===== src/rtl/lsg3_pkg.sv =====
// shared types for the least-squares gradient block
// command and status records between controller and datapath
// no dependencies
package lsg3_pkg;

  // entries 0..5 hold the moment matrix, 6..8 the right-hand side
  localparam int ST_DEPTH = 9;
  localparam int ST_IW = 4;
  localparam int ST_RHS = 6;

  // multiplier digit size and steps over a 64-bit operand
  localparam int MUL_DIG = 8;
  localparam int MUL_STEPS = 64 / MUL_DIG;
  localparam int MUL_CW = $clog2(MUL_STEPS);

  typedef enum logic [1:0] {
    SRC_ST = 2'd0,
    SRC_Y  = 2'd1,
    SRC_DU = 2'd2,
    SRC_T  = 2'd3
  } src_t;

  typedef enum logic [2:0] {
    WB_NONE = 3'd0,
    WB_MOM  = 3'd1,
    WB_NUM  = 3'd2,
    WB_TSET = 3'd3,
    WB_TSUB = 3'd4,
    WB_R    = 3'd5,
    WB_RHS  = 3'd6,
    WB_GRAD = 3'd7
  } wb_t;

  typedef struct packed {
    logic             load;
    logic             ld_a;
    logic             ld_b;
    logic             div_go;
    logic             div_short;
    logic             emit;
    wb_t              wb;
    src_t             rd_src;
    logic [ST_IW-1:0] rd_idx;
    logic             nsq_clr;
    logic             nsq_add;
    logic             r_clr;
    logic             r_neg;
    logic             d_save;
  } cmd_t;

  typedef struct packed {
    logic mul_done;
    logic div_done;
    logic nsq_zero;
    logic det_zero;
  } sts_t;

endpackage


===== src/rtl/lsg3_ctrl.sv =====
// controller: sequences side accumulation and the cramer solve
// depends on lsg3_pkg
module lsg3_ctrl (
  input  logic           clk,
  input  logic           rst_n,
  input  logic           start,
  input  logic           in_use_side,
  input  logic           in_last_side,
  output logic           busy,
  output lsg3_pkg::cmd_t cmd,
  input  lsg3_pkg::sts_t sts
);
  import lsg3_pkg::*;

  typedef enum logic [9:0] {
    S_IDLE = 10'b0000000001,
    S_FA   = 10'b0000000010,
    S_FB   = 10'b0000000100,
    S_MW   = 10'b0000001000,
    S_WB   = 10'b0000010000,
    S_DGO  = 10'b0000100000,
    S_DW   = 10'b0001000000,
    S_DWB  = 10'b0010000000,
    S_CHK  = 10'b0100000000,
    S_EMIT = 10'b1000000000
  } state_t;

  state_t     state_r, state_nxt;
  logic [3:0] op_r, op_nxt;
  logic [1:0] k_r, k_nxt;
  logic [1:0] j_r, j_nxt;
  logic [1:0] sub_r, sub_nxt;
  logic       solve_r, solve_nxt;
  logic       last_r, last_nxt;

  src_t             a_src, b_src;
  logic [ST_IW-1:0] a_idx, b_idx;
  wb_t              wb_k;
  logic [1:0]       cp, cq;

  function automatic logic [1:0] pair_i(input logic [3:0] e);
    unique case (e)
      4'd0, 4'd1, 4'd2: return 2'd0;
      4'd3, 4'd4:       return 2'd1;
      default:          return 2'd2;
    endcase
  endfunction

  function automatic logic [1:0] pair_j(input logic [3:0] e);
    unique case (e)
      4'd0:       return 2'd0;
      4'd1, 4'd3: return 2'd1;
      default:    return 2'd2;
    endcase
  endfunction

  // symmetric layout: xx xy xz yy yz zz
  function automatic logic [ST_IW-1:0] msel(input logic [1:0] r, input logic [1:0] c);
    unique case ({r, c})
      4'b0000:         return ST_IW'(0);
      4'b0001, 4'b0100: return ST_IW'(1);
      4'b0010, 4'b1000: return ST_IW'(2);
      4'b0101:         return ST_IW'(3);
      4'b0110, 4'b1001: return ST_IW'(4);
      default:         return ST_IW'(5);
    endcase
  endfunction

  // column k-1 of the matrix is replaced by the rhs for k > 0
  function automatic logic [ST_IW-1:0] elem(input logic [1:0] r, input logic [1:0] c,
                                            input logic [1:0] k);
    if (k != 2'd0 && c == k - 2'd1) begin
      return ST_IW'(ST_RHS) + ST_IW'(r);
    end
    return msel(r, c);
  endfunction

  assign cp = (j_r == 2'd0) ? 2'd1 : 2'd0;
  assign cq = (j_r == 2'd2) ? 2'd1 : 2'd2;

  always_comb begin
    a_src = SRC_ST;
    b_src = SRC_ST;
    a_idx = '0;
    b_idx = '0;
    wb_k  = WB_NONE;
    if (!solve_r) begin
      if (op_r < 4'd6) begin
        a_src = SRC_Y;
        a_idx = ST_IW'(pair_i(op_r));
        b_src = SRC_Y;
        b_idx = ST_IW'(pair_j(op_r));
        wb_k  = WB_MOM;
      end else begin
        a_src = SRC_DU;
        b_src = SRC_Y;
        b_idx = ST_IW'(op_r - 4'd6);
        wb_k  = WB_NUM;
      end
    end else begin
      unique case (sub_r)
        2'd0: begin
          a_idx = elem(2'd1, cp, k_r);
          b_idx = elem(2'd2, cq, k_r);
          wb_k  = WB_TSET;
        end
        2'd1: begin
          a_idx = elem(2'd1, cq, k_r);
          b_idx = elem(2'd2, cp, k_r);
          wb_k  = WB_TSUB;
        end
        default: begin
          a_src = SRC_T;
          b_idx = elem(2'd0, j_r, k_r);
          wb_k  = WB_R;
        end
      endcase
    end
  end

  always_comb begin
    cmd       = '0;
    state_nxt = state_r;
    op_nxt    = op_r;
    k_nxt     = k_r;
    j_nxt     = j_r;
    sub_nxt   = sub_r;
    solve_nxt = solve_r;
    last_nxt  = last_r;
    unique case (state_r)
      S_IDLE: begin
        if (start) begin
          cmd.load  = 1'b1;
          last_nxt  = in_last_side;
          op_nxt    = '0;
          k_nxt     = '0;
          j_nxt     = '0;
          sub_nxt   = '0;
          solve_nxt = !in_use_side;
          if (in_use_side || in_last_side) begin
            state_nxt = S_FA;
          end
        end
      end
      S_FA: begin
        cmd.rd_src = a_src;
        cmd.rd_idx = a_idx;
        cmd.ld_a   = 1'b1;
        state_nxt  = S_FB;
      end
      S_FB: begin
        cmd.rd_src = b_src;
        cmd.rd_idx = b_idx;
        cmd.ld_b   = 1'b1;
        state_nxt  = S_MW;
      end
      S_MW: begin
        if (sts.mul_done) begin
          state_nxt = S_WB;
        end
      end
      S_WB: begin
        cmd.wb     = wb_k;
        cmd.rd_src = SRC_ST;
        cmd.rd_idx = op_r;
        if (!solve_r) begin
          if (op_r < 4'd6) begin
            cmd.nsq_add = (op_r == 4'd0) || (op_r == 4'd3) || (op_r == 4'd5);
            cmd.nsq_clr = (op_r == 4'd0);
            op_nxt      = op_r + 4'd1;
            state_nxt   = S_FA;
          end else if (!sts.nsq_zero) begin
            state_nxt = S_DGO;
          end else if (op_r != 4'd8) begin
            op_nxt    = op_r + 4'd1;
            state_nxt = S_FA;
          end else if (last_r) begin
            solve_nxt = 1'b1;
            state_nxt = S_FA;
          end else begin
            state_nxt = S_IDLE;
          end
        end else begin
          cmd.r_clr  = (j_r == 2'd0);
          cmd.r_neg  = (j_r == 2'd1);
          cmd.d_save = (k_r == 2'd0) && (j_r == 2'd2);
          if (sub_r != 2'd2) begin
            sub_nxt   = sub_r + 2'd1;
            state_nxt = S_FA;
          end else begin
            sub_nxt = '0;
            if (j_r != 2'd2) begin
              j_nxt     = j_r + 2'd1;
              state_nxt = S_FA;
            end else begin
              j_nxt     = '0;
              state_nxt = (k_r == 2'd0) ? S_CHK : S_DGO;
            end
          end
        end
      end
      S_DGO: begin
        cmd.div_go    = 1'b1;
        cmd.div_short = !solve_r;
        state_nxt     = S_DW;
      end
      S_DW: begin
        cmd.div_short = !solve_r;
        if (sts.div_done) begin
          state_nxt = S_DWB;
        end
      end
      S_DWB: begin
        cmd.rd_src = SRC_ST;
        if (!solve_r) begin
          cmd.wb     = WB_RHS;
          cmd.rd_idx = op_r;
          if (op_r != 4'd8) begin
            op_nxt    = op_r + 4'd1;
            state_nxt = S_FA;
          end else if (last_r) begin
            solve_nxt = 1'b1;
            state_nxt = S_FA;
          end else begin
            state_nxt = S_IDLE;
          end
        end else begin
          cmd.wb     = WB_GRAD;
          cmd.rd_idx = ST_IW'(k_r - 2'd1);
          if (k_r == 2'd3) begin
            state_nxt = S_EMIT;
          end else begin
            k_nxt     = k_r + 2'd1;
            state_nxt = S_FA;
          end
        end
      end
      S_CHK: begin
        if (sts.det_zero) begin
          state_nxt = S_EMIT;
        end else begin
          k_nxt     = 2'd1;
          state_nxt = S_FA;
        end
      end
      S_EMIT: begin
        cmd.emit  = 1'b1;
        solve_nxt = 1'b0;
        state_nxt = S_IDLE;
      end
      default: state_nxt = S_IDLE;
    endcase
  end

  always_ff @(posedge clk) begin
    if (!rst_n) begin
      state_r <= S_IDLE;
      op_r    <= '0;
      k_r     <= '0;
      j_r     <= '0;
      sub_r   <= '0;
      solve_r <= 1'b0;
      last_r  <= 1'b0;
    end else begin
      state_r <= state_nxt;
      op_r    <= op_nxt;
      k_r     <= k_nxt;
      j_r     <= j_nxt;
      sub_r   <= sub_nxt;
      solve_r <= solve_nxt;
      last_r  <= last_nxt;
    end
  end

  assign busy = (state_r != S_IDLE);

endmodule


===== config.mk =====
export PLATFORM = sky130hd
export DESIGN_NAME = lsg3_ctrl
export DESIGN_NICKNAME = d
export VERILOG_FILES = /design/src/rtl/lsg3_pkg.sv /design/src/rtl/lsg3_ctrl.sv
export SDC_FILE = /design/constraint.sdc
export NUM_CORES = 1
export LEC_CHECK = 0
export BUFFER_PORTS_ARGS = -buffer_cell sky130_fd_sc_hd__buf_2
export CAP_MARGIN = 10
export CORE_ASPECT_RATIO = 1.2
export CORE_UTILIZATION = 47
export CTS_BUF_LIST = sky130_fd_sc_hd__clkbuf_4
export CTS_CLUSTER_SIZE = 12
export DETAILED_ROUTE_END_ITERATION = 10
export PLACE_DENSITY = 0.72
export SYNTH_ARGS = -nofsm -noshare
export SYNTH_HDL_FRONTEND = slang
export SYNTH_SLANG_ARGS = --single-unit
export TNS_END_PERCENT = 30

===== constraint.sdc =====
create_clock -name clk -period 3.3 [get_ports clk]
set_input_delay 0.33 -clock clk [delete_from_list [all_inputs] [get_ports clk]]
set_output_delay 0.33 -clock clk [all_outputs]
set_load 0.05 [all_outputs]

== After elaboration in Yosys (flattened, before gate mapping) ==
Index checks and enable logic that the tools add are counted.
W data, S select, Z words.

* Add/sub/neg operators: 7
* Order comparisons: 1
* Equal/unequal tests: 42
* Multiplexer cells: 103
* Reductions and logical operators: 32

{| class="wikitable"
|+ Operators with widths
! cell !! count
|-
| $mux W10 || 11
|-
| $pmux W10 S9 || 1
|-
| $mux W4 || 20
|-
| $mux W2 || 18
|-
| $mux W1 || 30
|-
| $mux W9 || 3
|-
| $pmux W3 S3 || 3
|-
| $ne A2 B2 Y1 const B || 13
|-
| $pmux W3 S2 || 4
|-
| $pmux W6 S4 || 1
|-
| $pmux W2 S2 || 4
|-
| $pmux W4 S2 || 2
|-
| $pmux W4 S3 || 1
|-
| $eq A10 B1 Y1 const B || 1
|-
| $eq A10 B10 Y1 const B || 1
|-
| $eq A10 B2 Y1 const B || 1
|-
| $eq A10 B3 Y1 const B || 1
|-
| $eq A10 B4 Y1 const B || 1
|-
| $eq A10 B5 Y1 const B || 1
|-
| $eq A10 B6 Y1 const B || 1
|-
| $eq A10 B7 Y1 const B || 1
|-
| $eq A10 B8 Y1 const B || 1
|-
| $eq A10 B9 Y1 const B || 1
|-
| $logic_not A2 Y1 || 5
|-
| 35 further kinds || 59
|}

* Bits in registers: 22
* Input bits: 9
* Output and inout bits: 21
* Logic and storage cells: 192

== Logic depth before layout (Yosys ltp) ==
Gate-level depths: netlist of run 1.

* Word-level depth: 11
* Depth in mapped cells: 9

== Worst setup path after synthesis of run 1 ==
OpenSTA, ideal clock, no wires.

* Kind: register -> output
* Start: register state_r[9]
* End: output port cmd[15] (netlist bit)
* Data arrival time: 3.388 ns
* Setup slack: -0.418 ns
* Cell stages (with the launch flop): 5
* Path through: dfxtp_1 clkbuf_1 nor4_1 nand2_1 a2111oi_0

{| class="wikitable"
|+ RTL lines
! item !! line !! text
|-
| from (decl) || lsg3_ctrl.sv:28 || <nowiki>state_t state_r, state_nxt;</nowiki>
|-
| from (signal assigned) || lsg3_ctrl.sv:265 || <nowiki>state_r <= state_nxt;</nowiki>
|-
| to (decl) || lsg3_ctrl.sv:10 || <nowiki>output lsg3_pkg::cmd_t cmd,</nowiki>
|}

==> results of run 1 <==
path summary, 6_finish.rpt:
check	to	cells past startpoint
max	cmd[5]	7
min	last_r	3
max reg2reg	k_r[1]	6
min reg2reg	solve_r	2
state kept, by name, indices dropped and copies added, names as in the netlist:
register  flops
op_r          4
k_r           2
state_r      10
j_r           2
last_r        1
solve_r       1
sub_r         2
cell families after synthesis:
| group | count (synthesis) |
|---|---|
| compound gates | 92 |
| xor+xnor | 4 |
| fa+ha+maj | 8 |
| buf+inv | 36 |
| flops | 22 |
| mux | 4 |
| simple gates | 143 |
power breakdown:
part	switching, mW	internal (mW)	total [mW]
Sequential	0.0455	0.285	0.330
Clock	0.0924	0.0443	0.137
Combinational	0.392	0.190	0.583
Total	0.530	0.519	1.05
per-layer routing:
layer  vias to the layer above  wire length (um)
met5                         -                 0
met3                        27               419
met4                         0               235
met2                       144              3090
met1                      1165              2770
li1                       1193                 -
cell type report:
cell class / count / area (um2)
clock buffers: 3 / 22.5
repair buffers: 32 / 168
flip-flops and latches: 22 / 440
clock inverters: 1 / 3.75
well taps: 56 / 70.1
multi-input cells: 251 / 1620
fillers: 448 / 1980
inverters: 15 / 56.3
per-stage QoR:
stage          hold WS, ns  setup WS [ns]  total power [mW]  TNS, ns  std cells
2_1_floorplan        0.477         -0.276             0.762   -0.276        309
3_3_place_gp         0.544          0.735             0.899        0        376
3_5_place_dp         0.540          0.700             0.905        0        376
4_1_cts              0.267          0.333              1.04        0        380
5_1_grt              0.303          0.108              1.11        0        380
6_report             0.261          0.294              1.05        0        380
placed cells by master (no fill, tap or decap), types with 4 or more instances in the layout:
master and count:
o22ai_1 4, a21oi_1 17, dfxtp_1 22, ha_1 8, buf_2 29, o211ai_1 5
nor3_1 16, nand3_1 10, nor2b_1 8, and3_1 6, inv_1 13, a31oi_1 4
a211oi_1 5, nand4_1 9, nor2_1 28, nand2b_1 8, o21ai_0 23, or3_1 4
nand2_1 25, nor4_1 6
worst max-delay path, cell delays in order, from the launching register on:
cell	delay, ns
dfxtp_1	0.35
inv_1	0.07
ha_1	0.43
or3b_2	0.52
a311oi_1	0.39
a31oi_1	0.08
o221ai_1	0.21
buf_2	0.31
==> metrics.csv, run 1 <==
metric,value,unit
outcome,"finished, final reports clean",
clock sinks,22,
initial detailed-routing violation count,382,
final hold vios,0,
vias,2529,
power density cells,441,nW/um2
compound-gate portion of the synthesized area,29.4,%
Area after DPL,2350,um2
Setup crit end kind,output port,
grt met3 use,2.68,%
crit path DAT,2.68,ns
largest net degree at the start of global routing,19,
"Reg clk slew, reported paths",0.14,ns
initial antenna violation count,0,
number of register bits inferred by synthesis,22,
top post-synthesis cells by count,"nor2_1, nand2_1, o21ai_0",
RePlAce Congestion,0.994,
synth top area cells,"dfxtp_1, o21ai_0, nor2_1",
first-pass GRT wire length,10700,um
Worst Tran Pin Value,0.567,ns
Pins Over Slew Limit,0,
die height,76.9,um
post-CTS resize count,0,
n_diodes,0,
Syn-to-layout area delta,8.13,%
max cap viols,0,
Mapped Nets,326,
HP Start,in_last_side,
asr flop ratio synth,0,%
Max clock buf depth,2,
Die Wd,64.5,um
Max rail drop VDD,0.433,mV
Avg WL per Cell,17.1,um
Initial Util,50.5,%
hold crit path type,in -> reg,
sequential area share after synthesis,20.0,%
port bufs,29,
CTS tree,yes,
Leakage,0.991,nW
Worst Path Required,2.97,ns
number of flops mapped to enable cells by yosys,0,
Post-CTS Hold Buffers,0,
Top-Level Pins,30,
RSZ-0062 raised after global routing,false,
reg2reg start,state_r[7],
Yosys warning total,0,
"Setup violations, final",0,
cells after synthesis,309,
syn avg cell area,7.12,um2
CTS root buf,clkbuf_4,
global route overflow,0,
Via density,6.66,
Setup CP Type,reg -> out,
Util after Layout,54.6,%
drt pass-1 iters,5,
GRT Total Usage,26.9,%
design area,2380,um2
row cnt,26,
CP Launch Type,flop,
Post-DP HPWL,4840,um
Worst Skew,0.00350,ns
Netlist cell types,65,
fraction of layout cells with a size suffix above 1,15.7,%
crit-path max FO,10,
Slew headroom,61.9,%
worst skew pair latency,0.32,ns
antenna-violating nets left,0,
Synth Flop Type,dfxtp_1,
global route hottest layer,met2,
final period utilization,91.1,%
nets,342,
Num CTS Buffers,3,
synthesized cell area,2200,um2
DR DRC count,0,
crit path launch,k_r[0],
met2 Track Usage GR,43.4,%
drt total wl,6520,um
Fmax achieved,333,MHz
number of H-tree levels,1,
multiplexer area fraction after synthesis,1.88,%
area share of and/or/nand/nor cells after synthesis,36.1,%
XOR/XNOR Fraction of Synth Area,1.59,%
Synth Area in Adders,4.55,%
"reg-to-reg slack, setup",0.89,ns
top-area cell type share of the netlist area,20.0,%
vias in the first global route,2248,
met1 GRT Util,35.5,%
core area,4360,um2
Synth area leader,dfxtp_1,
largest family of logic cells by synthesized area,simple AND/OR/NAND/NOR gates,
min Tclk post-route,3.01,ns
Die Footprint,4960,um2
"Setup Fix Bufs, Post-CTS",0,
most common cell in the netlist,nor2_1,
Power figures use the tool's default switching activity.
==> inputs of run 2 (changes only) <==
- ABC_AREA: default -> 1
==> metrics.csv, run 2 <==
metric,value,unit,change
P_sw,0.645,mW,was 0.530 mW
initial detailed-routing violation count,153,,was 382
Initial Util,48.6,%,was 50.5%
top post-synthesis cells by count,"nand2_1, nor2_1, inv_1",,"was nor2_1, nand2_1, o21ai_0"
Netlist cell types,32,,was 65
CP most frequent cell,nand2_1,,
drt total wl,6200,um,was 6520 um
Setup CP Type,reg -> out,,unchanged
antenna-violating nets left,0,,unchanged
Fmax achieved,366,MHz,was 333 MHz
hold depth,4,,was 3
"commonest non-fill, non-tap cell in the layout",nand2_1,,was buf_2
Post-CTS Hold Buffers,0,,unchanged
Internal,0.559,mW,was 0.519 mW
crit-path max FO,10,,unchanged
Sw Ratio,53.6,%,was 50.5%
compound-gate portion of the synthesized area,15.5,%,was 29.4%
asr flop ratio synth,0,%,unchanged
outcome,"finished, final reports clean",,unchanged
Pins Over Slew Limit,0,,unchanged
first-pass GRT wire length,10400,um,"was 10,700 um"
sequential share of power,30.0,%,was 31.5%
RePlAce Congestion,0.947,,was 0.994
Max clock buf depth,2,,unchanged
power density cells,497,nW/um2,was 441 nW/um2
XOR/XNOR Fraction of Synth Area,1.19,%,was 1.59%
largest net degree at the start of global routing,25,,was 19
Syn-to-layout area delta,9.26,%,was 8.13%
Post-DP HPWL,4910,um,was 4840 um
CTS root buf,clkbuf_4,,unchanged
initial antenna violation count,0,,unchanged
vias in the first global route,2266,,"was 2,248"
"Setup Fix Bufs, Post-CTS",0,,unchanged
met2 wire length,2990,um,was 3090 um
Yosys warning total,0,,unchanged
synth top area cells,"dfxtp_1, nand2_1, nor2_1",,"was dfxtp_1, o21ai_0, nor2_1"
Leakage,1.26,nW,was 0.991 nW
TNS Setup,0,ns,unchanged
GRT Total Usage,26.7,%,was 26.9%
Synth Area in Adders,4.52,%,was 4.55%
synthesized cell area,2220,um2,was 2200 um2
syn avg cell area,5.88,um2,was 7.12 um2
Avg WL per Cell,13.5,um,was 17.1 um
core area,4560,um2,was 4360 um2
"commonest non-fill, non-tap cells in the layout","nand2_1, nor2_1, inv_1, nand3_1, buf_2",,"was buf_2, nor2_1, nand2_1, o21ai_0, dfxtp_1"
Largest register FFs,10,,unchanged
Max rail drop VDD,0.209,mV,was 0.433 mV
Worst Tran Pin Value,0.521,ns,was 0.567 ns
drt pass-1 iters,4,,was 5
max cap viols,0,,unchanged
worst skew pair latency,0.33,ns,was 0.32 ns
vias,2473,,"was 2,529"
row cnt,27,,was 26
CTS tree,yes,,unchanged
Slowest cell on crit path,dfxtp_1,,was or3b_2
area share of and/or/nand/nor cells after synthesis,48.3,%,was 36.1%
n_diodes,0,,unchanged
design area,2420,um2,was 2380 um2
"Setup violations, final",0,,unchanged
fraction of layout cells with a size suffix above 1,18.0,%,was 15.7%
min Tclk post-route,2.73,ns,was 3.01 ns
max incr delay on CP,0.53,ns,was 0.52 ns
Die Wd,64.7,um,was 64.5 um
Slew headroom,65.2,%,was 61.9%
number of H-tree levels,1,,unchanged
Mapped Nets,394,,was 326
routed wl met3,287,um,was 419 um
most common cell in the netlist,nand2_1,,was nor2_1
clock sinks,22,,unchanged
Worst Path Required,2.97,ns,about the same
Synth area leader,dfxtp_1,,unchanged
Worst Skew,0.0103,ns,was 0.00350 ns
DR DRC count,0,,unchanged
Clock power frac,11.4,%,was 13.0%
critical-path cell list,inv_1 > ha_1 > inv_1 > nor2_1 > nand3_1 > nor2_1 > a21oi_1 > nand2_1 > nand2_1 > nand2_1 > nand2_1 > buf_2,,was inv_1 > ha_1 > or3b_2 > a311oi_1 > a31oi_1 > o221ai_1 > buf_2
worst r2r path cells,11,,was 6
number of flops mapped to enable cells by yosys,0,,unchanged
sequential area share after synthesis,19.9,%,was 20.0%
largest family of logic cells by synthesized area,simple AND/OR/NAND/NOR gates,,unchanged
multiplexer area fraction after synthesis,0,%,was 1.88%
RSZ-0062 raised after global routing,false,,unchanged
"Reg clk slew, reported paths",0.14,ns,about the same
Top-Level Pins,30,,unchanged
cells after synthesis,377,,was 309
# fillers,504,,was 448
Die Footprint,4990,um2,was 4960 um2
top-area cell type share of the netlist area,19.9,%,was 20.0%
die height,77.2,um,was 76.9 um
Num CTS Buffers,3,,unchanged
nets,419,,was 342
global route overflow,0,,unchanged
Gate power share,58.5,%,was 55.5%
port bufs,29,,unchanged
final hold vios,0,,unchanged
hold crit path type,in -> reg,,unchanged
Setup crit end kind,output port,,unchanged
CP Launch Type,flop,,unchanged
DR top layer,met4,,unchanged
Area after DPL,2390,um2,was 2350 um2
Via density,5.39,,was 6.66
Regs by FF count,"state_r (10), op_r (4)",,unchanged
final period utilization,82.7,%,was 91.1%
number of register bits inferred by synthesis,22,,unchanged
Synth Flop Type,dfxtp_1,,unchanged
met1 WL,2790,um,was 2770 um
crit path DAT,2.40,ns,was 2.68 ns
post-CTS resize count,0,,unchanged
"Most flops, register",state_r,,unchanged
-- run 2: routing by layer --
layer / global-route usage (%) / vias to the layer above
li1: - / 1277
met3: 3.13 / 13
met5: 0 / -
met2: 45.8 / 74
met4: 8.89 / 0
met1: 34.0 / 1109
-- run 2: path summary, 6_finish.rpt --
check,start,end,slack (ns)
hold reg to reg,last_r,last_r,0.50
setup reg to reg,op_r[0],state_r[1],1.58
setup / recovery,k_r[0],cmd[7],0.57
hold / removal,sts[3],state_r[3],0.29
-- run 2: per-stage QoR --
stage	worst slack (ns)	hold slack (ns)	instances	total power [mW]	util, %
floorplan	0.785	0.450	377	0.916	-
global placement	1.04	0.482	455	1.06	52.5
detailed placement	0.984	0.487	455	1.06	52.5
CTS	0.585	0.282	459	1.20	53.1
global route	0.337	0.305	459	1.31	53.1
finish	0.571	0.287	459	1.20	53.1
-- run 2: cells by family after synthesis --
group                    after synthesis
AO/OA/AOI/OAI                         62
XOR/XNOR                               3
AND/OR/NAND/NOR                      223
flip-flops                            22
buffers and inverters                 59
adder cells (fa/ha/maj)                8
-- run 2: area by class of cell --
type                            instances  area (um2)  share of cell area (%)
Timing Repair Buffer                   30         153                    6.30
Clock buffer                            3        22.5                   0.930
Clock inverter                          1        3.75                   0.155
Tap cell                               58        72.6                    3.00
Inverter                               49         189                    7.80
Sequential cell                        22         440                    18.2
Multi-Input combinational cell        296        1540                    63.6
-- run 2: power groups by stage --
stage | sequential [mW] | combinational [mW] | clock [mW]
after floorplan | 0.337 | 0.579 | 0
after global placement | 0.368 | 0.689 | 0
after detailed placement | 0.366 | 0.694 | 0
after CTS | 0.360 | 0.698 | 0.139
after global routing | 0.368 | 0.789 | 0.151
final | 0.362 | 0.704 | 0.138
-- run 2: worst max-delay path: cells and delay by family, from the launching register on --
kind	cells	cell delay, ns
AO/OA/AOI/OAI	1	0.06
adder cells (fa/ha/maj)	1	0.40
buffers and inverters	3	0.45
flip-flops	1	0.53
AND/OR/NAND/NOR	7	0.64
